==> src/design/complex_fir_filter_assert.svh <==
// Assertion macros used by the complex FIR filter controller.
`ifndef COMPLEX_FIR_FILTER_ASSERT_SVH
`define COMPLEX_FIR_FILTER_ASSERT_SVH

`ifndef SYNTH
// Property checked on every rising clock edge outside of reset.
`define CFIR_ASSERT(lbl, prop, msg) \
	lbl: assert property (@(posedge clk) disable iff (!arst_n) prop) else $error(msg);
// Condition that must never be true outside of reset.
`define CFIR_NEVER(lbl, expr, msg) \
	lbl: assert property (@(posedge clk) disable iff (!arst_n) !(expr)) else $error(msg);
`else
`define CFIR_ASSERT(lbl, prop, msg)
`define CFIR_NEVER(lbl, expr, msg)
`endif

`endif

==> src/design/cfir_pkg.sv <==
// Shared constants, codes and types of the complex FIR filter.
`default_nettype none
package cfir_pkg;
	// Sizes of the filter.
	localparam int TAPS = 16;
	localparam int SAMPLE_BITS = 16;
	localparam int IN_SAMPLE_BITS = 16;
	localparam int COEF_BITS = 16;
	localparam int OUT_BITS = 39;
	localparam int CMD_BITS = 2;
	localparam int TAP_IDX_BITS = 6;
	localparam int TAPS_CFG_BITS = 7;
	localparam int PROD_W = SAMPLE_BITS + COEF_BITS;
	localparam int CELL_IDX_W = (TAPS > 1) ? $clog2(TAPS) : 1;

	// Count value at which the sum of the chain is complete after a sample word.
	localparam int CNT_LAST = TAPS + 1;
	localparam int CNT_W = $clog2(CNT_LAST + 1);

	localparam logic [TAPS_CFG_BITS-1:0] TAPS_RESET = TAPS_CFG_BITS'(16);

	// Command codes.
	typedef logic [CMD_BITS-1:0] cmd_t;
	localparam cmd_t CMD_COEF = 2'd0;
	localparam cmd_t CMD_CLEAR = 2'd1;
	localparam cmd_t CMD_SAMPLE = 2'd2;

	typedef enum logic {
		ST_IDLE,
		ST_BUSY
	} state_t;

	// Control broadcast from the controller to every tap.
	typedef struct packed {
		logic shift;
		logic clear;
		logic coef_we;
		logic [TAP_IDX_BITS-1:0] coef_idx;
		logic [TAPS_CFG_BITS-1:0] taps_n;
	} cell_ctrl_t;
endpackage
`default_nettype wire

==> src/design/cfir_cell.sv <==
// One partial-sum stage of the chain: adds one tap term and hands the sum on.
`default_nettype none
module cfir_cell import cfir_pkg::*; (
	input logic clk,
	input logic tap_en,
	input logic signed [PROD_W:0] term,
	input logic [OUT_BITS-1:0] psum_in,
	output logic [OUT_BITS-1:0] psum_out
);
	logic [OUT_BITS-1:0] psum_q;

	// Partial sum handed on to the next position; wraps at the output width.
	always_ff @(posedge clk) begin
		psum_q <= psum_in + (tap_en ? OUT_BITS'(term) : '0);
	end

	assign psum_out = psum_q;
endmodule
`default_nettype wire

==> src/design/cfir_cell_pair.sv <==
// Real and imaginary taps of one position, sharing delay line and coefficient.
`default_nettype none
module cfir_cell_pair import cfir_pkg::*; (
	input logic clk,
	input logic arst_n,
	input logic [CELL_IDX_W-1:0] tap_pos,
	input cell_ctrl_t ctrl,
	input logic signed [SAMPLE_BITS-1:0] hist_real_in,
	input logic signed [SAMPLE_BITS-1:0] hist_imag_in,
	input logic signed [COEF_BITS-1:0] coef_real_in,
	input logic signed [COEF_BITS-1:0] coef_imag_in,
	input logic [OUT_BITS-1:0] psum_real_in,
	input logic [OUT_BITS-1:0] psum_imag_in,
	output logic signed [SAMPLE_BITS-1:0] hist_real_out,
	output logic signed [SAMPLE_BITS-1:0] hist_imag_out,
	output logic [OUT_BITS-1:0] psum_real_out,
	output logic [OUT_BITS-1:0] psum_imag_out
);
	logic signed [SAMPLE_BITS-1:0] hist_real_q;
	logic signed [SAMPLE_BITS-1:0] hist_imag_q;
	logic signed [COEF_BITS-1:0] coef_real_q;
	logic signed [COEF_BITS-1:0] coef_imag_q;
	logic signed [PROD_W-1:0] m_rr_q;
	logic signed [PROD_W-1:0] m_ii_q;
	logic signed [PROD_W-1:0] m_ri_q;
	logic signed [PROD_W-1:0] m_ir_q;
	logic signed [PROD_W:0] term_real;
	logic signed [PROD_W:0] term_imag;
	logic coef_hit;
	logic tap_en;

	// Coefficient writes aimed at this position; taps past the count add zero.
	assign coef_hit = (TAPS_CFG_BITS'(ctrl.coef_idx) == TAPS_CFG_BITS'(tap_pos));
	assign tap_en = (TAPS_CFG_BITS'(tap_pos) < ctrl.taps_n);

	// Delay-line entry and coefficient.
	always_ff @(posedge clk or negedge arst_n) begin
		if (!arst_n) begin
			hist_real_q <= '0;
			hist_imag_q <= '0;
			coef_real_q <= '0;
			coef_imag_q <= '0;
		end else begin
			if (ctrl.clear) begin
				hist_real_q <= '0;
				hist_imag_q <= '0;
			end else if (ctrl.shift) begin
				hist_real_q <= hist_real_in;
				hist_imag_q <= hist_imag_in;
			end
			if (ctrl.coef_we && coef_hit) begin
				coef_real_q <= coef_real_in;
				coef_imag_q <= coef_imag_in;
			end
		end
	end

	// The four partial products of the complex multiply.
	always_ff @(posedge clk) begin
		m_rr_q <= hist_real_q * coef_real_q;
		m_ii_q <= hist_imag_q * coef_imag_q;
		m_ri_q <= hist_real_q * coef_imag_q;
		m_ir_q <= coef_real_q * hist_imag_q;
	end

	assign term_real = (PROD_W+1)'(m_rr_q) - (PROD_W+1)'(m_ii_q);
	assign term_imag = (PROD_W+1)'(m_ri_q) + (PROD_W+1)'(m_ir_q);

	// Partial sums handed on to the next position, one stage for each part.
	cfir_cell u_real (
		.clk(clk),
		.tap_en(tap_en),
		.term(term_real),
		.psum_in(psum_real_in),
		.psum_out(psum_real_out)
	);

	cfir_cell u_imag (
		.clk(clk),
		.tap_en(tap_en),
		.term(term_imag),
		.psum_in(psum_imag_in),
		.psum_out(psum_imag_out)
	);

	assign hist_real_out = hist_real_q;
	assign hist_imag_out = hist_imag_q;
endmodule
`default_nettype wire

==> config.mk <==
export PLATFORM = sky130hd
export DESIGN_NAME = cfir_cell_pair
export DESIGN_NICKNAME = d
export VERILOG_FILES = /design/src/design/complex_fir_filter_assert.svh /design/src/design/cfir_pkg.sv /design/src/design/cfir_cell.sv /design/src/design/cfir_cell_pair.sv
export SDC_FILE = /design/constraint.sdc
export NUM_CORES = 2
export LEC_CHECK = 0
export BUFFER_PORTS_ARGS = -buffer_cell sky130_fd_sc_hd__buf_4
export CELL_PAD_IN_SITES_DETAIL_PLACEMENT = 0
export CELL_PAD_IN_SITES_GLOBAL_PLACEMENT = 1
export CORE_UTILIZATION = 45
export CTS_BUF_LIST = sky130_fd_sc_hd__clkbuf_16
export CTS_CLUSTER_DIAMETER = 60
export CTS_CLUSTER_SIZE = 24
export DETAILED_ROUTE_END_ITERATION = 10
export PLACE_DENSITY = 0.76
export SYNTH_ARGS = -nofsm -noshare
export SYNTH_HDL_FRONTEND = slang
export SYNTH_SLANG_ARGS = --single-unit
==> constraint.sdc <==
create_clock -name clk -period 15.3 [get_ports clk]
set_input_delay 2.295 -clock clk [delete_from_list [all_inputs] [get_ports clk]]
set_output_delay 2.295 -clock clk [all_outputs]
set_load 0.02 [all_outputs]
# Yosys cells after proc, flatten, opt, wreduce, memory -nomap -nowiden
# Index checks and enable logic that the tools add are counted.
# op_classes
n_addsub,4
multipliers,4
order_cmp,1
n_eq_ne,1
mux,6
reduce_logical,2
# ops
operator,n
16-bit by 16-bit multiplier with 32-bit output,4
39-bit adder,2
39-bit 2-to-1 mux,2
16-bit 2-to-1 mux,4
32-bit by 32-bit adder with 33-bit output,1
32-bit by 32-bit subtractor with 33-bit output,1
4-bit by 7-bit less-than comparator with 1-bit output,1
6-bit by 4-bit == test with 1-bit output,1
2-bit nonzero test,1
1-bit logical AND,1
# word_totals
regBits,270
input_bits,164
out_inout_bits,110
wordCells,28

# Longest topological paths before layout
# logic_depth
ltp_word,3
mapped_depth,24
ltp_nobuf,23

# Cells and area by module
# From an unflattened synthesis, not the netlist that was laid out.
# hier_totals
hier_cells,5992
hier_area_um2,54294.6
# by_module_without_submodules
mod,instances,cells_per_inst,area_each_um2,seq_area_each_um2
cfir_cell_pair,1,5198,47880.9,4164.0
cfir_cell,2,397,3206.8,780.7

# Worst setup path after synthesis
# No wires, ideal clock.
# synth_path
path_kind,flip-flop to flip-flop
start,reg hist_real_q[15] (netlist: hist_real_out[15])
end,reg m_rr_q[31]
setup_ns,0.072
arrival_ns,6.358
setup_slack_ns,8.869
stages_incl_launch_ff,23
cell_sequence,dfrtp_1 -> clkbuf_1 -> nand2_1 -> inv_1 -> fa_1 -> fa_1 -> fa_1 -> fa_1 -> fa_1 -> inv_1 -> fa_1 -> inv_1 -> ha_1 -> clkbuf_1 -> nand4_1 -> nor2_1 -> and3_1 -> a41o_1 -> o41a_1 -> a311o_1 -> a211o_1 -> a21oi_2 -> xnor2_1
# synth_via
elab_chain_len,1
# synth_lines
item,line_no,source
from (decl),cfir_cell_pair.sv:19,logic signed [SAMPLE_BITS-1:0] hist_real_q;
from (signal assigned),cfir_cell_pair.sv:48,hist_real_q <= hist_real_in;
16-bit by 16-bit multiplier with 32-bit output,cfir_cell_pair.sv:60,m_rr_q <= hist_real_q * coef_real_q;
to (signal assigned),cfir_cell_pair.sv:60,
to (decl),cfir_cell_pair.sv:23,logic signed [PROD_W-1:0] m_rr_q;
# Every way passes these cells.
# A chain may end at the register's enable or synchronous reset.

# Final worst setup path
# layout_path
start,reg coef_imag_q[15]
end,reg m_ii_q[30]
# layout_via
elab_chain_len,1
# layout_lines
item,line_no,source
from (decl),cfir_cell_pair.sv:22,logic signed [COEF_BITS-1:0] coef_imag_q;
from (signal assigned),cfir_cell_pair.sv:53,coef_imag_q <= coef_imag_in;
16-bit by 16-bit multiplier with 32-bit output,cfir_cell_pair.sv:61,m_ii_q <= hist_imag_q * coef_imag_q;
to (signal assigned),cfir_cell_pair.sv:61,
to (decl),cfir_cell_pair.sv:24,logic signed [PROD_W-1:0] m_ii_q;
# Every way passes these cells.

==> summary.txt <==
Floorplanning
  • Io pins: 274
  • Die X: 346 microns
  • Rows: 125
  • Initial core utilization: 0.456
  • Die height: 346 microns
  • Core Area: 117000 sq um
  • Die area: 120000 sq um

Pwr
  • Logic gate share of total power: 0.791
  • P per Cell Area: 203 nW/um^2
  • Seq pwr share: 0.110
  • Sw Share: 0.512
  • Total power: 11.9 mW
  • Switching power: 6.10 mW
  • Clock power share: 0.100
  • VDD IR-drop max: 0.141 mV
  • LEAKAGE: 30.7 nW
  • P_int: 5.81 mW

Setup path
  • R2r setup slk: 7800 ps
  • Setup crit start kind: flop
  • Critical Path Sink Type: flop
  • Worst-path cell chain: clkinv_1 > buf_4 > nor2_1 > fa_1 > fa_1 > fa_1 > fa_1 > fa_1 > inv_1 > fa_1 > inv_1 > ha_1 > a211o_1 > o31ai_1 > o21ai_1 > a2111o_1 > a31oi_1 > o21ai_1 > xor2_1
  • Top Family by Delay on Critical Path: adder cells
  • CP Buf/Inv Count: 4
  • Crit path max fanout: 15
  • Worst EP arrival: 8010 ps
  • Crit path kind: flop to flop
  • CP max stage delay: 730 ps
  • Req. time, crit path: 15820 ps
  • Most frequent cell on the critical path: fa_1
  • Crit-path slowest cell: clkinv_1

Routing
  • Vias per cell: 5.22
  • DRC Markers: 0
  • Pre-Repair DR Iteration Count: 5
  • Initial DRC count: 2402
  • Wire length per cell: 18.7 microns
  • Detail Route Antenna Nets: 0
  • Routed WL: 141000 microns
  • Via count: 39200

STA
  • Number of setup violations in the final report: 0
  • Worst Clk Skew: 43.2 ps
  • RSZ-0062 raised after global routing: no
  • FMAX: 133 MHz
  • Rel. slew slack: 0.408
  • Fin. Hold Viols: 0
  • Tmin final: 7500 ps
  • Final-report max-slew violation count: 0
  • TNS Setup: 0 ps
  • Fin worst setup slack: 7800 ps
  • Worst Max-Slew Pin Slew: 889 ps
  • Fin crit share: 0.490
  • Hold WS: 508 ps

Synth
  • Register bit total from synthesis: 270
  • Synth Net Count: 7474
  • Count of different cell masters after synthesis: 75
  • Multiplexer share of the synthesized area: 0.0137
  • Mean post-synth cell area: 9.19 sq um
  • Post-synthesis async set-or-reset flop share: 0.237
  • Top cell type's share of synthesized area: 0.396
  • EDFF count, synth: 0
  • XOR/XNOR Fraction of Synth Area: 0.0427
  • Syn Inst Count: 5787
  • Synth area leader: fa_1
  • Compound-cell area share of the yosys netlist: 0.0819
  • Largest family of logic cells by synthesized area: adder cells
  • Post-synth top cells: inv_1 (1209), fa_1 (1052), nand2_1 (552), and2_1 (511), ha_1 (471)
  • Area contributors post-synth: fa_1 (40%), ha_1 (11%), inv_1 (8.5%), dfxtp_1 (7.8%), and2_1 (6.0%)
  • Post-synthesis adder-cell area fraction: 0.507
  • Synth Area in Simple Gates: 0.146
  • Most frequent cell after synthesis: inv_1
  • Yosys warning count: 0
  • Post-Syn Area: 53200 sq um
  • Register area share after synthesis: 0.108
  • Ys flop type: dfxtp_1

Finish
  • Post-layout util: 0.502
  • Finished Layout Cells: 7520
  • Number of fill cells in the layout: 11100
  • Post-route cell area: 58600 sq um
  • Layout cells sized above 1: 0.0822
  • Area Overhead vs Synth: 10.1%
  • Nets@finish: 7639

CTS
  • CTS H-tree lvls: 2
  • TritonCTS clock tree: built
  • Clk_lat worst skew: 660 ps
  • Clk slew on worst S/H paths: 60 ps
  • Root Buffer: clkbuf_16
  • Post_cts resized: 0
  • Post-CTS setup buffers: 0
  • # hold bufs at CTS: 0
  • CTS Buf Count: 50
  • CTS sink cnt: 270
  • Clock buffer depth: 3

Worst hold path
  • Worst hold path class: flop to flop

Placement
  • Post-DP HPWL: 110000 microns
  • Worst slack at placement: 7840 ps
  • Count of input and output buffers: 273
  • Placed Instances: 7424
  • Placed cell area: 56800 sq um
  • Gpl congestion: 0.897

Run status
  • Status: finished clean

GRT
  • Largest net degree at the start of global routing: 58
  • First-pass GRT wire length: 228000 microns
  • Initial antenna violation count: 3
  • Gr ovfl total: 0
  • Vias in the first global route: 41500
  • Total Routing Usage GR: 0.244

Job
  • Max-Cap Viols: 0
cell type report:
cell class	instances	area, sq um	area share
clock inverter	43	485	0.00829
multi-input combinational	4078	42100	0.718
inverter	1210	4540	0.0775
sequential	270	5730	0.0978
antenna	2	5.00	0.0000854
clock buffer	51	1280	0.0218
timing repair buffer	342	2570	0.0438
tap	1524	1910	0.0325
flip-flops by register name (all words and copies together), names as in the netlist:
register	flops
coef_imag_q	16
coef_real_q	16
hist_imag_out	16
hist_real_out	16
m_ii_q	32
m_ir_q	32
m_ri_q	32
m_rr_q	32
u_imag.psum_out	39
u_real.psum_out	39
cells in the final DEF, fill, tap and decap left out, types with 14 or more instances in the layout:
cell | netlist | layout
mux2i_1 | 38 | 38
nand4_1 | 15 | 15
dfxtp_1 | 206 | 206
buf_4 | 0 | 342
mux2_2 | 31 | 31
dfrtp_1 | 64 | 62
nor3_1 | 49 | 49
and2_1 | 511 | 511
a21oi_1 | 202 | 202
a211o_1 | 15 | 15
a31oi_1 | 16 | 16
a211oi_1 | 29 | 29
o211ai_1 | 15 | 15
xor2_1 | 82 | 82
xnor2_1 | 175 | 175
nand3_1 | 51 | 51
nor2b_1 | 28 | 28
inv_1 | 1209 | 1211
or3_1 | 14 | 14
and3_1 | 35 | 35
o21bai_1 | 29 | 29
a21o_1 | 125 | 125
o21ai_1 | 15 | 15
nand2_1 | 552 | 552
ha_1 | 471 | 471
o21a_1 | 31 | 31
clkbuf_16 | 0 | 51
fa_1 | 1052 | 1052
o21ai_0 | 97 | 97
nor2_1 | 227 | 227
nand2b_1 | 40 | 40
power groups by stage:
stage	logic (mW)	clock network (mW)	registers, mW
after floorplan	7.05	0	1.34
after global placement	9.30	0	1.32
after detailed placement	9.38	0	1.32
after CTS	9.44	1.22	1.31
after global routing	10.7	1.25	1.33
final	9.41	1.19	1.31
cell families after synthesis:
group | after synthesis
and+or+nand+nor | 1565
adders and majority gates | 1523
buffers and inverters | 1439
AOI/OAI and AO/OA | 663
DFF | 270
xor gates and xnor gates | 258
muxes | 69
worst register-to-register path, cell delays in order (launching register included):
cell and delay (ps):
dfrtp_1 620, clkinv_1 730, buf_4 460, nor2_1 150, fa_1 440, fa_1 520, fa_1 440, fa_1 500
fa_1 500, inv_1 50, fa_1 470, inv_1 40, ha_1 350, a211o_1 320, o31ai_1 480, o21ai_1 220
a2111o_1 470, a31oi_1 360, o21ai_1 120, xor2_1 150
routing by layer:
metal	up-vias	routed length [microns]	GRT usage
met5	-	0	0
met4	0	5080	0.0816
met3	221	9900	0.0485
met2	1040	65400	0.393
met1	19900	60200	0.327
li1	18100	-	-
final timing paths:
check | cells after the start | start | endpoint
worst max-delay path | 19 | coef_imag_q[15]$_DFFE_PN0P_ | m_ii_q[30]$_DFF_P_
worst min-delay path | 1 | coef_real_q[11]$_DFFE_PN0P_ | coef_real_q[11]$_DFFE_PN0P_
worst max register to register | 19 | coef_imag_q[15]$_DFFE_PN0P_ | m_ii_q[30]$_DFF_P_
worst min register to register | 1 | coef_real_q[11]$_DFFE_PN0P_ | coef_real_q[11]$_DFFE_PN0P_
max in group asynchronous | 2 | arst_n | hist_imag_out[3]$_DFFE_PN0P_
min in group asynchronous | 1 | arst_n | coef_real_q[12]$_DFFE_PN0P_
Note: power is estimated with default switching activity, not from simulation.
