### src/design/complex_fir_filter_assert.svh
// Assertion macros used by the complex FIR filter controller.
`ifndef COMPLEX_FIR_FILTER_ASSERT_SVH
`define COMPLEX_FIR_FILTER_ASSERT_SVH

`ifndef SYNTH
// Property checked on every rising clock edge outside of reset.
`define CFIR_ASSERT(lbl, prop, msg) \
	lbl: assert property (@(posedge clk) disable iff (!arst_n) prop) else $error(msg);
// Condition that must never be true outside of reset.
`define CFIR_NEVER(lbl, expr, msg) \
	lbl: assert property (@(posedge clk) disable iff (!arst_n) !(expr)) else $error(msg);
`else
`define CFIR_ASSERT(lbl, prop, msg)
`define CFIR_NEVER(lbl, expr, msg)
`endif

`endif

### src/design/cfir_pkg.sv
// Shared constants, codes and types of the complex FIR filter.
`default_nettype none
package cfir_pkg;
	// Sizes of the filter.
	localparam int TAPS = 16;
	localparam int SAMPLE_BITS = 16;
	localparam int IN_SAMPLE_BITS = 16;
	localparam int COEF_BITS = 16;
	localparam int OUT_BITS = 39;
	localparam int CMD_BITS = 2;
	localparam int TAP_IDX_BITS = 6;
	localparam int TAPS_CFG_BITS = 7;
	localparam int PROD_W = SAMPLE_BITS + COEF_BITS;
	localparam int CELL_IDX_W = (TAPS > 1) ? $clog2(TAPS) : 1;

	// Count value at which the sum of the chain is complete after a sample word.
	localparam int CNT_LAST = TAPS + 1;
	localparam int CNT_W = $clog2(CNT_LAST + 1);

	localparam logic [TAPS_CFG_BITS-1:0] TAPS_RESET = TAPS_CFG_BITS'(16);

	// Command codes.
	typedef logic [CMD_BITS-1:0] cmd_t;
	localparam cmd_t CMD_COEF = 2'd0;
	localparam cmd_t CMD_CLEAR = 2'd1;
	localparam cmd_t CMD_SAMPLE = 2'd2;

	typedef enum logic {
		ST_IDLE,
		ST_BUSY
	} state_t;

	// Control broadcast from the controller to every tap.
	typedef struct packed {
		logic shift;
		logic clear;
		logic coef_we;
		logic [TAP_IDX_BITS-1:0] coef_idx;
		logic [TAPS_CFG_BITS-1:0] taps_n;
	} cell_ctrl_t;
endpackage
`default_nettype wire

### src/design/cfir_intf.sv
// Channel interfaces of the complex FIR filter: input words, results, configuration.
`default_nettype none
interface cfir_sample_if import cfir_pkg::*; ();
	logic valid;
	logic ready;
	logic [CMD_BITS-1:0] cmd;
	logic [TAP_IDX_BITS-1:0] tap_index;
	logic signed [COEF_BITS-1:0] coef_real;
	logic signed [COEF_BITS-1:0] coef_imag;
	logic signed [IN_SAMPLE_BITS-1:0] sample_real;
	logic signed [IN_SAMPLE_BITS-1:0] sample_imag;
	logic last_sample;

	modport source(output valid, cmd, tap_index, coef_real, coef_imag, sample_real,
		sample_imag, last_sample, input ready);
	modport sink(input valid, cmd, tap_index, coef_real, coef_imag, sample_real,
		sample_imag, last_sample, output ready);
endinterface

interface cfir_result_if import cfir_pkg::*; ();
	logic valid;
	logic ready;
	logic signed [OUT_BITS-1:0] out_real;
	logic signed [OUT_BITS-1:0] out_imag;
	logic batch_end;

	modport source(output valid, out_real, out_imag, batch_end, input ready);
	modport sink(input valid, out_real, out_imag, batch_end, output ready);
endinterface

interface cfir_cfg_if import cfir_pkg::*; ();
	logic valid;
	logic ready;
	logic [TAPS_CFG_BITS-1:0] taps_in_use;

	modport source(output valid, taps_in_use, input ready);
	modport sink(input valid, taps_in_use, output ready);
endinterface
`default_nettype wire

### src/design/cfir_ctrl.sv
// Controller: input handshake, tap count register, sequencing and result register.
`default_nettype none
`include "complex_fir_filter_assert.svh"
module cfir_ctrl import cfir_pkg::*; (
	input logic clk,
	input logic arst_n,
	cfir_sample_if.sink sample_ch,
	cfir_result_if.source result_ch,
	cfir_cfg_if.sink cfg,
	input logic [OUT_BITS-1:0] chain_real,
	input logic [OUT_BITS-1:0] chain_imag,
	output cell_ctrl_t ctrl
);
	state_t state_q;
	state_t state_d;
	logic [CNT_W-1:0] cnt_q;
	logic [TAPS_CFG_BITS-1:0] taps_q;
	logic last_q;
	logic out_valid_q;
	logic [OUT_BITS-1:0] out_real_q;
	logic [OUT_BITS-1:0] out_imag_q;
	logic out_batch_end_q;
	logic accept;
	logic start;
	logic done;
	logic load;

	assign accept = sample_ch.valid && sample_ch.ready;
	assign start = accept && (sample_ch.cmd == CMD_SAMPLE);
	assign done = (state_q == ST_BUSY) && (cnt_q == CNT_W'(CNT_LAST));
	assign load = done && (!out_valid_q || result_ch.ready);

	// Next state.
	always_comb begin
		state_d = state_q;
		unique case (state_q)
			ST_IDLE: begin
				if (start) begin
					state_d = ST_BUSY;
				end
			end
			ST_BUSY: begin
				if (load) begin
					state_d = ST_IDLE;
				end
			end
			default: state_d = ST_IDLE;
		endcase
	end

	// Handshake and chain control.
	always_comb begin
		sample_ch.ready = (state_q == ST_IDLE);
		cfg.ready = 1'b1;
		ctrl.shift = start;
		ctrl.clear = accept && (sample_ch.cmd == CMD_CLEAR);
		ctrl.coef_we = accept && (sample_ch.cmd == CMD_COEF);
		ctrl.coef_idx = sample_ch.tap_index;
		ctrl.taps_n = taps_q;
	end

	// State, cycle count and tap count; the batch marker is kept below.
	always_ff @(posedge clk or negedge arst_n) begin
		if (!arst_n) begin
			state_q <= ST_IDLE;
			cnt_q <= '0;
			taps_q <= TAPS_RESET;
		end else begin
			state_q <= state_d;
			if (start) begin
				cnt_q <= '0;
			end else if ((state_q == ST_BUSY) && !done) begin
				cnt_q <= cnt_q + CNT_W'(1);
			end
			if (cfg.valid && cfg.ready) begin
				taps_q <= cfg.taps_in_use;
			end
		end
	end

	always_ff @(posedge clk) begin
		if (start) begin
			last_q <= sample_ch.last_sample;
		end
	end

	// Result register: a finished sum waits here until the sink takes the word.
	always_ff @(posedge clk or negedge arst_n) begin
		if (!arst_n) begin
			out_valid_q <= 1'b0;
		end else if (load) begin
			out_valid_q <= 1'b1;
		end else if (result_ch.ready) begin
			out_valid_q <= 1'b0;
		end
	end

	always_ff @(posedge clk) begin
		if (load) begin
			out_real_q <= chain_real;
			out_imag_q <= chain_imag;
			out_batch_end_q <= last_q;
		end
	end

	assign result_ch.valid = out_valid_q;
	assign result_ch.out_real = out_real_q;
	assign result_ch.out_imag = out_imag_q;
	assign result_ch.batch_end = out_batch_end_q;

	// A sample word always starts a fresh count.
	`CFIR_ASSERT(a_start_count, start |=> (state_q == ST_BUSY) && (cnt_q == '0), "sample did not start the sum")
	// The count steps by one until the chain sum is complete.
	`CFIR_ASSERT(a_count_step, ((state_q == ST_BUSY) && !done) |=> (cnt_q == $past(cnt_q) + CNT_W'(1)), "count skipped")
	// A result appears only at the end of a sum.
	`CFIR_ASSERT(a_result_origin, $rose(out_valid_q) |-> ($past(state_q) == ST_BUSY), "result without sum")
	// The delay line and coefficients are frozen while a sum runs.
	`CFIR_NEVER(a_frozen, (state_q == ST_BUSY) && (ctrl.clear || ctrl.coef_we || ctrl.shift), "state changed during sum")
endmodule
`default_nettype wire

### src/flat_wrapper.sv
// flat-port wrapper written by rule: the top's interface ports become plain ports
module cfir_ctrl_flat import cfir_pkg::*;
  (clk, arst_n, chain_real, chain_imag, ctrl, sample_ch_valid, sample_ch_cmd, sample_ch_tap_index, sample_ch_coef_real, sample_ch_coef_imag, sample_ch_sample_real, sample_ch_sample_imag, sample_ch_last_sample, sample_ch_ready, result_ch_valid, result_ch_out_real, result_ch_out_imag, result_ch_batch_end, result_ch_ready, cfg_valid, cfg_taps_in_use, cfg_ready);
  cfir_sample_if sample_ch_i ();
  cfir_result_if result_ch_i ();
  cfir_cfg_if cfg_i ();
  input logic clk;
  input logic arst_n;
  input logic [OUT_BITS-1:0] chain_real;
  input logic [OUT_BITS-1:0] chain_imag;
  output cell_ctrl_t ctrl;
  input wire logic [$bits(sample_ch_i.valid)-1:0] sample_ch_valid;
  input wire logic [$bits(sample_ch_i.cmd)-1:0] sample_ch_cmd;
  input wire logic [$bits(sample_ch_i.tap_index)-1:0] sample_ch_tap_index;
  input wire logic [$bits(sample_ch_i.coef_real)-1:0] sample_ch_coef_real;
  input wire logic [$bits(sample_ch_i.coef_imag)-1:0] sample_ch_coef_imag;
  input wire logic [$bits(sample_ch_i.sample_real)-1:0] sample_ch_sample_real;
  input wire logic [$bits(sample_ch_i.sample_imag)-1:0] sample_ch_sample_imag;
  input wire logic [$bits(sample_ch_i.last_sample)-1:0] sample_ch_last_sample;
  output wire logic [$bits(sample_ch_i.ready)-1:0] sample_ch_ready;
  output wire logic [$bits(result_ch_i.valid)-1:0] result_ch_valid;
  output wire logic [$bits(result_ch_i.out_real)-1:0] result_ch_out_real;
  output wire logic [$bits(result_ch_i.out_imag)-1:0] result_ch_out_imag;
  output wire logic [$bits(result_ch_i.batch_end)-1:0] result_ch_batch_end;
  input wire logic [$bits(result_ch_i.ready)-1:0] result_ch_ready;
  input wire logic [$bits(cfg_i.valid)-1:0] cfg_valid;
  input wire logic [$bits(cfg_i.taps_in_use)-1:0] cfg_taps_in_use;
  output wire logic [$bits(cfg_i.ready)-1:0] cfg_ready;
  assign sample_ch_i.valid = sample_ch_valid;
  assign sample_ch_i.cmd = sample_ch_cmd;
  assign sample_ch_i.tap_index = sample_ch_tap_index;
  assign sample_ch_i.coef_real = sample_ch_coef_real;
  assign sample_ch_i.coef_imag = sample_ch_coef_imag;
  assign sample_ch_i.sample_real = sample_ch_sample_real;
  assign sample_ch_i.sample_imag = sample_ch_sample_imag;
  assign sample_ch_i.last_sample = sample_ch_last_sample;
  assign sample_ch_ready = sample_ch_i.ready;
  assign result_ch_valid = result_ch_i.valid;
  assign result_ch_out_real = result_ch_i.out_real;
  assign result_ch_out_imag = result_ch_i.out_imag;
  assign result_ch_batch_end = result_ch_i.batch_end;
  assign result_ch_i.ready = result_ch_ready;
  assign cfg_i.valid = cfg_valid;
  assign cfg_i.taps_in_use = cfg_taps_in_use;
  assign cfg_ready = cfg_i.ready;
  cfir_ctrl u_core (.clk(clk), .arst_n(arst_n), .sample_ch(sample_ch_i), .result_ch(result_ch_i), .cfg(cfg_i), .chain_real(chain_real), .chain_imag(chain_imag), .ctrl(ctrl));
endmodule
### config.mk
export PLATFORM = sky130hd
export DESIGN_NAME = cfir_ctrl_flat
export DESIGN_NICKNAME = d
export VERILOG_FILES = /design/src/design/cfir_pkg.sv /design/src/design/cfir_intf.sv /design/src/design/cfir_ctrl.sv /design/src/flat_wrapper.sv
export VERILOG_INCLUDE_DIRS = /design/src /design/src/design
export SDC_FILE = /design/constraint.sdc
export NUM_CORES = 1
export LEC_CHECK = 0
export ABC_CLOCK_PERIOD_IN_PS = 5800
export BUFFER_PORTS_ARGS = -buffer_cell sky130_fd_sc_hd__buf_4
export CORE_AREA = 4 4 99 101
export CTS_CLUSTER_SIZE = 40
export DETAILED_ROUTE_END_ITERATION = 10
export DIE_AREA = 0 0 103 105
export HOLD_SLACK_MARGIN = 0.15
export PLACE_DENSITY = 0.74
export SLEW_MARGIN = 30
export SYNTH_ARGS = -nofsm -noshare
export SYNTH_HDL_FRONTEND = slang
export SYNTH_SLANG_ARGS = --single-unit
### constraint.sdc
create_clock -name clk -period 5.8 [get_ports clk]
set_input_delay 1.16 -clock clk [delete_from_list [all_inputs] [get_ports clk]]
set_output_delay 1.16 -clock clk [all_outputs]
set_load 0.01 [all_outputs]
==> Word level (Yosys, flattened, before mapping) <==
Cells that the tools add are included.
{ "totals": {"regBits": 94, "out_inout_bits": 98, "word_cells": 33} }
{ "classes": {"n_addsub": 1, "eq_ne": 3, "mux": 7, "bitwise_logic": 1, "reduce_logical": 13} }
{ "ops": {"columns": ["operator", "n"], "rows": [
  ["5-bit two-way mux", 2],
  ["1-bit logical AND", 7],
  ["5-bit by 1-bit adder with 5-bit output, second input constant", 1],
  ["5-bit equality test, second input constant", 1],
  ["1-bit two-way mux", 4],
  ["2-bit nonzero test", 2],
  ["2-bit by 1-bit equality test with 1-bit output, second input constant", 1],
  ["2-bit equality test, second input constant", 1],
  ["1-bit logical NOT", 2],
  ["2-bit logical NOT", 1],
  ["1-bit case mux with 2 select lines", 1],
  ["1-bit logical OR", 1],
  ["1-bit inverter", 1]
]} }

==> Depth between registers and ports, before layout <==
Gate-level depths: netlist of run 1.
{ "logic_depth": {"ltp_word": 6, "ltp_mapped": 5, "ltp_nobuf": 5} }

==> Worst setup path after synthesis of run 1 <==
Ideal clock, no wire load.
{ "synth_path": {"path_kind": "input to register", "start": "input result_ch_ready", "end": "register u_core.out_batch_end_q (netlist: u_core.result_ch.batch_end), enable pin", "setup_ns": 0.517, "arrival_time_ns": 4.511, "t_required_ns": 5.283, "setup_slack_ns": 0.772, "stages": 2, "cell_sequence": "nor2b_1 nor2_1"} }
{ "synth_via": {"elab_chain_cells": 2} }
{ "synth_rtl": {"columns": ["element", "line_no", "text"], "rows": [
  ["start: declaration", "flat_wrapper.sv:25", "input wire logic [$bits(result_ch_i.ready)-1:0] result_ch_ready;"],
  ["1-bit logical OR", "cfir_ctrl.sv:31", "assign load = done && (!out_valid_q || result_ch.ready);"],
  ["1-bit logical AND", "cfir_ctrl.sv:31", null],
  ["named net u_core.load", "cfir_ctrl.sv:26", "logic load;"],
  ["end signal: assignment", "cfir_ctrl.sv:102", "out_batch_end_q <= last_q;"],
  ["end: declaration", "cfir_ctrl.sv:22", "logic out_batch_end_q;"]
]} }
The timed path passes the listed nets, and every way through them passes these cells.
A chain may end at the register's enable or synchronous reset.

==> flow_summary.yaml, run 1 <==
synth:
  synth_cells: 143
  synth-compound-area-share_pct: 1.08
  synth-simple-area-share_pct: 3.93
  synth_xor_area_share_pct: 0.561
  synthMuxAreaShare_pct: 2.53
  syn_nets: 308
  synth.area.top_cells: "edfxtp_1, dfrtp_1, mux2_2"
  synthAdderAreaFrac_pct: 0.802
  synth_seq_cells: 94
  yosys.cell_types.count: 24
  async_flop_share_pct: 14.9
  synth_top_family_by_area: "simple AND/OR/NAND/NOR gates"
  postSynthAreaPerCell_um2: 21.8
  synth_flop_cell: "edfxtp_1"
  yosys.area.top_type: "edfxtp_1"
  synth-seq-area-share_pct: 88.3
  synth_area_um2: 3120
  yosysTopAreaCellShare_pct: 77.0
  synth_warnings: 0
  synth-edff-count: 80
min_path:
  hp-start: "u_core.last_q"
  hold_class: "register to register"
timing:
  relSlewSlack_pct: 57.7
  finalMaxSlewViolations: 0
  setup_viol: 0
  hold_viol_final: 0
  finalSetupTns_ps: 0
  fmax_mhz: 336
  worst_pin_slew_ps: 634
  min_period_ps: 2980
  fin_crit_sh_pct: 51.3
  rsz0062_at_grt: "no"
  fin_skew_ps: 11.1
floorplanning:
  start_util_pct: 34.6
  die_area_um2: 10800
  design.portCount: 261
  num_rows: 35
  die_y_um: 105
  die_x_um: 103
  core-area_um2: 9020
cts:
  htreeDepth: 3
  clkSinkCount: 94
  insertion_delay_ps: 350
  numCtsBuffers: 9
  post_cts_resize_count: 0
  clk_path_buf_depth: 2
  post_cts_buffers: 0
  clk_pin_slew_ps: 90
  cts_tree: "built"
  cts-root-buf: "clkbuf_8"
  cts_hold_buf: 0
global_route:
  grt_pass1_vias: 2140
  grt_pass1_wl_um: 11000
  gr-total-overflow: 0
  grt_max_degree: 42
  antenna_found_initial: 0
  groute.usage.overall_pct: 13.5
final_layout:
  layout.cells.non_filler: 445
  drive_gt1_share_pct: 63.5
  antenna_cells: 0
  final_area_um2: 4850
  fin_util_pct: 53.8
  area_growth_syn_to_layout_pct: 55.5
  fill_cells: 732
  nets: 494
worst_setup_path:
  worstPathRequired_ps: 4640
  crit_start: "sample_ch_cmd[0]"
  crit_fanout: 3
  crit_path_max_incr_delay_ps: 350
  path_cells: "buf_4, nor4bb_1, buf_4"
  crit_path_top_delay_cell: "nor4bb_1"
  path_delay_family: "simple AND/OR/NAND/NOR gates"
  end_kind: "primary output"
  critPathLaunchType: "input port"
  critPathKind: "input port to primary output"
  path_buf_inv: 2
  cpMostUsedCell: "buf_4"
  cp_data_arrival_time_ps: 1820
  rr_startpoint: "u_core.cnt_q[1]"
pwr:
  p_switching_uw: 356
  power_density_nw_per_um2: 321
  irDropWorstVdd_uv: 180
  intPower_uw: 1200
  pwr-share-seq_pct: 53.4
  total_power_uw: 1550
  combPwrFrac_pct: 13.1
  power.leakage_uw: 0.00202
  swShare_pct: 22.9
  clkPwrFrac_pct: 33.5
placed_design:
  postPlaceCellArea_um2: 4610
  place_inst: 429
  io_buffers: 183
  dp_hpwl_um: 5900
  gp_congestion: 0.743
routing:
  via_per_inst: 4.49
  postRouteAntennaNets: 0
  drtPass1Iterations: 4
  drcViolationCount: 0
  drt_iter0_drc: 62
  wl_per_cell_um: 17.1
  routed_wl_um: 7600
  vias: 1996
run_status:
  status: "finished, final reports clean"
run:
  drv_cap: 0
[area by class of cell]
class | instances | area [um^2] | share of cell area [%]
Tap cell | 111 | 139 | 2.86
Multi-Input combinational cell | 36 | 289 | 5.96
Clock buffer | 10 | 128 | 2.63
Inverter | 2 | 7.51 | 0.155
Sequential cell | 94 | 2750 | 56.8
Clock inverter | 6 | 118 | 2.42
Timing Repair Buffer | 186 | 1420 | 29.2
[synthesized netlist by cell type, drive strengths merged, types with 2 or more instances]
library cell  count
buf              11
nor2              3
nand4             2
a21oi             3
xor2              2
nor4bb            3
nand2b            2
inv               2
o21ai             2
or3               2
ha                2
mux2              7
edfxtp           80
dfrtp            13
nand2             3
[layer usage]
layer	wire length, um	GRT usage (%)	vias up
met5	0	0	-
met4	58	5.00	0
met3	1000	5.27	6
met2	3940	23.8	122
met1	2590	14.3	965
li1	-	-	903
[final timing paths]
| check | endpoint | slack, ps | cells after the start |
|---|---|---|---|
| worst max-delay path | ctrl[15] | 2820 | 3 |
| worst min-delay path | u_core.result_ch.batch_end | 440 | 0 |
| worst max register to register | u_core.result_ch.batch_end | 2950 | 7 |
| worst min register to register | u_core.result_ch.batch_end | 440 | 0 |
| max in group asynchronous | u_core.taps_q[4] | 4920 | 1 |
| min in group asynchronous | u_core.taps_q[3] | 640 | 1 |
[power by group through the flow]
stage          clock, uW  combinational, uW  sequential, uW
2_1_floorplan          0               87.3             850
3_3_place_gp           0                196             843
3_5_place_dp           0                207             847
4_1_cts              539                208             832
5_1_grt              563                226             838
6_report             520                204             831
[state kept, by name, indices dropped and copies added (netlist names)]
name                        count
u_core.taps_q                   7
u_core.cnt_q                    5
u_core.result_ch.batch_end      1
u_core.result_ch.out_imag      39
u_core.result_ch.out_real      39
u_core.state_q                  1
u_core.result_ch.valid          1
u_core.last_q                   1
[metrics by stage]
stage / hold WS, ps / worst slack [ps]
after floorplan: 400 / 772
after global placement: 410 / 2680
after detailed placement: 412 / 2820
after CTS: 443 / 2820
after global routing: 456 / 2720
final: 445 / 2820
[logic make-up (layout without fill, tap and decap cells)]
kind of cell | count (synthesis) | count (layout)
DFF | 94 | 94
and+or+nand+nor | 18 | 18
buffers and inverters | 13 | 204
muxes | 7 | 7
AOI/OAI and AO/OA | 6 | 6
adders and majority gates | 2 | 2
xor gates and xnor gates | 2 | 2
other | 1 | 1
[cell usage in the layout, fill, tap and decap left out]
master,count
o21ai_0,2
clkbuf_1,1
ha_1,2
xor2_1,2
bufinv_16,3
inv_8,1
nor4b_1,1
a311oi_1,1
nor4bb_1,2
or3_1,2
dfrtp_1,13
mux2_2,7
nand2_1,3
nor4bb_2,1
nand4_1,2
nand2b_1,2
dfstp_2,1
nand4bb_1,1
conb_1,1
clkbuf_8,9
buf_4,185
clkinvlp_4,1
buf_16,1
nor2b_1,1
a21oi_1,3
nor2_1,2
edfxtp_1,80
inv_2,1
inv_1,1
inv_6,1
nor2_4,1
No activity file was read; power rests on OpenSTA's default activity.
==> inputs of run 2 (changes only) <==
--- a/config.mk
+++ b/config.mk
@@ -6,7 +6,8 @@
 export SDC_FILE = /design/constraint.sdc
 export NUM_CORES = 1
 export LEC_CHECK = 0
-export ABC_CLOCK_PERIOD_IN_PS = 5800
+export ABC_AREA = 1
+export ABC_CLOCK_PERIOD_IN_PS = 3050
 export BUFFER_PORTS_ARGS = -buffer_cell sky130_fd_sc_hd__buf_4
 export CORE_AREA = 4 4 99 101
 export CTS_CLUSTER_SIZE = 40
==> constraint.sdc (replaced) <==
create_clock -name clk -period 3.05 [get_ports clk]
set_input_delay 0.61 -clock clk [delete_from_list [all_inputs] [get_ports clk]]
set_output_delay 0.61 -clock clk [all_outputs]
set_load 0.01 [all_outputs]
==> run 2 against run 1 <==
- via count grew 1.1%
- first-iteration DRC count rose by 23%
- highest routed layer unchanged
- synthesized area grew 1.3%
- setup slack got worse by 1700 ps
==> flow_summary.yaml, run 2 <==
synth:
  synth-seq-area-share_pct: 87.1
  synth_commonest_cells: "edfxtp_1, dfrtp_1, nand2_1"
  synth-edff-count: 80
  synth_cells: 159
  synth_area_um2: 3160
  postSynthAreaPerCell_um2: 19.9
  synth.area.top_cells: "edfxtp_1, dfrtp_1, mux2_2"
  yosysTopAreaCellShare_pct: 76.0
  yosys.cell_types.count: 23
  synth.most_common_cell: "edfxtp_1"
  syn_nets: 324
  synth_warnings: 0
  yosys.area.top_type: "edfxtp_1"
  synth_seq_cells: 94
  synth_flop_cell: "edfxtp_1"
  async_flop_share_pct: 14.9
pwr:
  power.leakage_uw: 0.00210
  total_power_uw: 3060
  combPwrFrac_pct: 15.6
  p_switching_uw: 751
  irDropWorstVdd_uv: 333
  power_density_nw_per_um2: 627
  intPower_uw: 2310
  pwr-share-seq_pct: 52.2
  clkPwrFrac_pct: 32.3
  swShare_pct: 24.5
cts:
  post_cts_resize_count: 0
  numCtsBuffers: 9
  cts_tree: "built"
  cts-root-buf: "clkbuf_8"
  clk_pin_slew_ps: 100
  post_cts_buffers: 0
  cts_hold_buf: 1
  htreeDepth: 3
  clk_path_buf_depth: 2
  insertion_delay_ps: 350
  clkSinkCount: 94
routing:
  postRouteAntennaNets: 0
  vias: 2018
  drt_iter0_drc: 76
  drcViolationCount: 0
  wl_per_cell_um: 17.2
  drtPass1Iterations: 4
  via_per_inst: 4.37
  routed_wl_um: 7930
timing:
  hold_ws_ps: 430
  min_period_ps: 1940
  rsz0062_at_grt: "no"
  relSlewSlack_pct: 64.6
  fmax_mhz: 514
  hold_viol_final: 0
  fin_crit_sh_pct: 63.8
  worst_pin_slew_ps: 530
  fin_skew_ps: 11.2
  setup_viol: 0
  finalMaxSlewViolations: 0
worst_setup_path:
  reg2reg_slack_ps: 1220
  crit_path_max_incr_delay_ps: 450
  crit_path_top_delay_cell: "dfrtp_1"
  path_buf_inv: 2
  ff2ff_path_depth: 7
  path_cells: "inv_2, nand2_4, nor2_8, buf_4"
  path_delay_family: "flip-flops"
  critPathKind: "register to primary output"
  critPathLaunchType: "register"
  crit_fanout: 5
  cp_data_arrival_time_ps: 1330
  regToRegEndpoint: "u_core.result_ch.out_imag[15]"
  rr_startpoint: "u_core.cnt_q[1]"
  crit_start: "u_core.state_q"
  worstPathRequired_ps: 2440
  end_kind: "primary output"
final_layout:
  layout.cells.most_common: "buf_4"
  fill_cells: 713
  most-common-layout-cells: "buf_4, edfxtp_1, dfrtp_1"
  area_growth_syn_to_layout_pct: 54.6
  nets: 512
  fin_util_pct: 54.2
  layout.cells.non_filler: 462
  final_area_um2: 4890
  antenna_cells: 0
  drive_gt1_share_pct: 61.5
floorplanning:
  die_area_um2: 10800
  die_x_um: 103
  design.portCount: 261
  num_rows: 35
  start_util_pct: 35.0
  die_y_um: 105
  core-area_um2: 9020
global_route:
  gr-total-overflow: 0
  grt_max_degree: 44
  grt_pass1_vias: 2017
  antenna_found_initial: 0
  groute.usage.overall_pct: 13.9
  grt_pass1_wl_um: 11100
placed_design:
  gp_congestion: 0.790
  io_buffers: 183
  place_inst: 446
  dp_hpwl_um: 6130
  postPlaceCellArea_um2: 4640
min_path:
  hp-start: "chain_real[6]"
  hold_class: "input port to register"
  hold_path_end: "u_core.result_ch.out_real[6]"
  worstHoldPathCells: 1
run_status:
  status: "finished, final reports clean"
run:
  drv_cap: 0
==> run 2: cell types whose count changed in the layout (fill, tap and decap cells not counted), moves of 2 or more <==
| cell | previous run | this run |
|---|---|---|
| a21oi_1 | 3 | 0 |
| inv_1 | 1 | 7 |
| nand2_1 | 3 | 11 |
| nand2_2 | 0 | 3 |
| nand2b_1 | 2 | 0 |
| nand3_1 | 0 | 5 |
| nor2_1 | 2 | 5 |
| nor3_1 | 0 | 2 |
| nor4bb_1 | 2 | 0 |
| o21ai_1 | 0 | 2 |
| or3_1 | 2 | 0 |
==> run 2: logic make-up (layout without fill, tap and decap cells) <==
family | count (synthesis) | count (layout) | share of synthesized area [%]
XOR/XNOR | 1 | 1 | 0.277
multiplexers | 7 | 7 | 2.49
AND/OR/NAND/NOR | 32 | 32 | 5.34
adder cells (fa/ha/maj) | 2 | 2 | 0.791
flip-flops | 94 | 94 | 87.1
other | 1 | 1 | 0.119
AO/OA/AOI/OAI | 4 | 4 | 0.673
buffers and inverters | 18 | 210 | 3.21
==> run 2: worst max path at each step <==
stage / endpoint / cells after the start
after floorplan: u_core.result_ch.batch_end / 6
after global placement: u_core.result_ch.out_imag[28] / 4
after detailed placement: u_core.result_ch.out_imag[28] / 7
after CTS: ctrl[15] / 4
after global routing: ctrl[13] / 4
final: ctrl[15] / 4
==> run 2: stage by stage <==
stage / TNS [ps] / setup slack (ps)
after global routing: 0 / 1010
after global placement: 0 / 1240
after floorplan: -1510 / -19.1
final: 0 / 1110
after CTS: 0 / 1080
after detailed placement: 0 / 1200
==> run 2: area by class of cell <==
type,count,area [um^2],area share [%]
flip-flops and latches,94,2750,56.3
repair buffers,186,1400,28.6
multi-input cells,47,318,6.50
well taps,111,139,2.84
clock buffers,9,124,2.53
clock inverters,6,118,2.41
inverters,9,36.3,0.742
==> run 2: power groups by stage <==
stage	Sequential (uW)	Clock, uW	Combinational, uW
3_3_place_gp	1620	0	471
2_1_floorplan	1650	0	205
4_1_cts	1600	1010	487
3_5_place_dp	1630	0	486
6_report	1600	989	476
5_1_grt	1610	1070	528
==> run 2: layer usage <==
layer / vias up / GRT usage, % / share of wire [%]
met1: 959 / 15.5 / 35
met2: 101 / 23.6 / 51
met4: 0 / 4.26 / 1.1
li1: 949 / - / -
met3: 9 / 6.34 / 13
met5: - / 0 / 0
==> inputs of run 3 (changes only) <==
--- a/config.mk
+++ b/config.mk
@@ -6,8 +6,8 @@
 export SDC_FILE = /design/constraint.sdc
 export NUM_CORES = 1
 export LEC_CHECK = 0
-export ABC_AREA = 1
-export ABC_CLOCK_PERIOD_IN_PS = 3050
+export ABC_AREA = 0
+export ABC_CLOCK_PERIOD_IN_PS = 1900
 export BUFFER_PORTS_ARGS = -buffer_cell sky130_fd_sc_hd__buf_4
 export CORE_AREA = 4 4 99 101
 export CTS_CLUSTER_SIZE = 40
==> constraint.sdc (replaced) <==
create_clock -name clk -period 1.9 [get_ports clk]
set_input_delay 0.38 -clock clk [delete_from_list [all_inputs] [get_ports clk]]
set_output_delay 0.38 -clock clk [all_outputs]
set_load 0.01 [all_outputs]
==> run 3 against run 2 <==
- sequential share of layout area decreased by 0.84 points
- flip-flop and latch count unchanged
- worst hold slack got worse by 230 ps
- critical path type is now register to register
- largest power group unchanged
==> flow_summary.yaml, run 3 (same netlist as run 1, synthesis figures left out) <==
cts:
  insertion_delay_ps: 350
  clkSinkCount: 94
  clk_path_buf_depth: 2
  cts_tree: "built"
  numCtsBuffers: 9
  cts-root-buf: "clkbuf_8"
  htreeDepth: 3
  clk_pin_slew_ps: 100
run_status:
  status: "finished, final reports clean"
global_route:
  antenna_found_initial: 0
  grt_pass1_wl_um: 10600
  gr-total-overflow: 0
  grt_pass1_vias: 2034
  grt_max_degree: 35
  groute.usage.overall_pct: 13.2
worst_setup_path:
  end_kind: "register"
  cp_data_arrival_time_ps: 1870
  crit_fanout: 24
  worstPathRequired_ps: 1950
  critPathKind: "register to register"
  path_cells: "inv_1, ha_2, nor4bb_4, nand2_2, nor2_4, buf_12, buf_16"
  reg2reg_slack_ps: 80
  crit_path_top_delay_cell: "dfrtp_1"
  crit_path_max_incr_delay_ps: 410
  critPathLaunchType: "register"
floorplanning:
  die_area_um2: 10800
  die_x_um: 103
  die_y_um: 105
  design.portCount: 261
  num_rows: 35
  start_util_pct: 34.6
  core-area_um2: 9020
final_layout:
  layout.cells.most_common: "buf_4"
  most-common-layout-cells: "buf_4, edfxtp_1, dfrtp_1"
  antenna_cells: 0
  nets: 499
  layout.cells.non_filler: 449
  area_growth_syn_to_layout_pct: 59.1
  drive_gt1_share_pct: 65.1
min_path:
  hold_class: "input port to register"
routing:
  highest_layer: "met4"
  wl_met3_um: 984
  drcViolationCount: 0
  via_per_inst: 4.39
  drt_iter0_drc: 64
  drtPass1Iterations: 4
  wl_met2_um: 3900
  routed_wl_um: 7640
  postRouteAntennaNets: 0
  wl_per_cell_um: 17.0
  vias: 1970
  wl_met1_um: 2700
pwr:
  clkPwrFrac_pct: 32.8
  pwr-share-seq_pct: 52.8
  intPower_uw: 3700
  total_power_uw: 4810
  p_switching_uw: 1100
  power_density_nw_per_um2: 968
  power.leakage_uw: 0.00206
  combPwrFrac_pct: 14.4
  swShare_pct: 22.9
  irDropWorstVdd_uv: 445
run:
  drv_cap: 0
timing:
  setup_viol: 0
  fin_ws_ps: 83.2
  fin_skew_ps: 9.63
  rsz0062_at_grt: "yes"
  fin_crit_sh_pct: 95.6
  min_period_ps: 1820
  hold_ws_ps: 200
  finalMaxSlewViolations: 0
  finalSetupTns_ps: 0
  hold_viol_final: 0
  fmax_mhz: 550
placed_design:
  gp_congestion: 0.722
  dp_hpwl_um: 5830
  post-place-ws_ps: -5.94
  io_buffers: 183
  place_inst: 431
==> run 3: cell types whose count changed in the layout (fill, tap and decap cells not counted), moves of 3 or more <==
cell / before / now
nor2_1: 5 / 2
nand2_1: 11 / 2
a21oi_1: 0 / 3
nand3_1: 5 / 0
buf_12: 0 / 3
inv_1: 7 / 1
==> run 3: worst paths after layout <==
path / startpoint / end / depth (start not counted)
hold reg to reg: u_core.last_q / u_core.result_ch.batch_end / 0
max in group asynchronous: arst_n / u_core.taps_q[4] / 2
min in group asynchronous: arst_n / u_core.taps_q[3] / 2
setup / recovery: u_core.cnt_q[1] / u_core.result_ch.out_real[19] / 7
hold / removal: chain_real[27] / u_core.result_ch.out_real[27] / 1
setup reg to reg: u_core.cnt_q[1] / u_core.result_ch.out_real[19] / 7
==> run 3: through the flow <==
| stage | utilization (%) | instance area [um^2] |
|---|---|---|
| finish | 55.0 | 4960 |
| global route | 55.0 | 4960 |
| CTS | 54.3 | 4900 |
| detailed placement | 51.5 | 4650 |
| global placement | 51.5 | 4650 |
| floorplan | - | 3140 |
==> run 3: timing repair <==
action / in CTS / in global routing
pin swaps: 1 / 2
setup buffers: 0 / 1
gates cloned: 0 / 1
hold endpoints to repair: 14 / 0
gates resized for setup: 0 / 5
setup endpoints to repair: 27 / 80
hold buffers: 1 / 0
==> run 3: area by class of cell <==
| cell class | instances | area, um^2 |
|---|---|---|
| fillers | 727 | 4060 |
| flip-flops and latches | 94 | 2760 |
| repair buffers | 191 | 1510 |
| multi-input cells | 36 | 309 |
| well taps | 111 | 139 |
| clock buffers | 9 | 124 |
| clock inverters | 6 | 118 |
| inverters | 2 | 7.51 |
==> run 3: per-layer routing <==
| layer | vias to the layer above | track usage [%] |
|---|---|---|
| met2 | 115 | 22.9 |
| met3 | 7 | 6.68 |
| met4 | 0 | 2.78 |
| li1 | 915 | - |
| met1 | 933 | 14.4 |
| met5 | - | 0 |
==> run 3: power groups by stage <==
| stage | sequential, uW | combinational, uW | clock, uW |
|---|---|---|---|
| 6_report | 2540 | 691 | 1570 |
| 4_1_cts | 2540 | 677 | 1630 |
| 2_1_floorplan | 2590 | 279 | 0 |
| 5_1_grt | 2560 | 760 | 1720 |
| 3_3_place_gp | 2570 | 647 | 0 |
| 3_5_place_dp | 2580 | 674 | 0 |
==> run 3: worst max-delay path, delay by kind of cell, from the launching register on <==
kind | cells | cell delay [ps]
buf+inv | 3 | 380
fa+ha+maj | 1 | 170
simple gates | 3 | 540
flops | 1 | 410
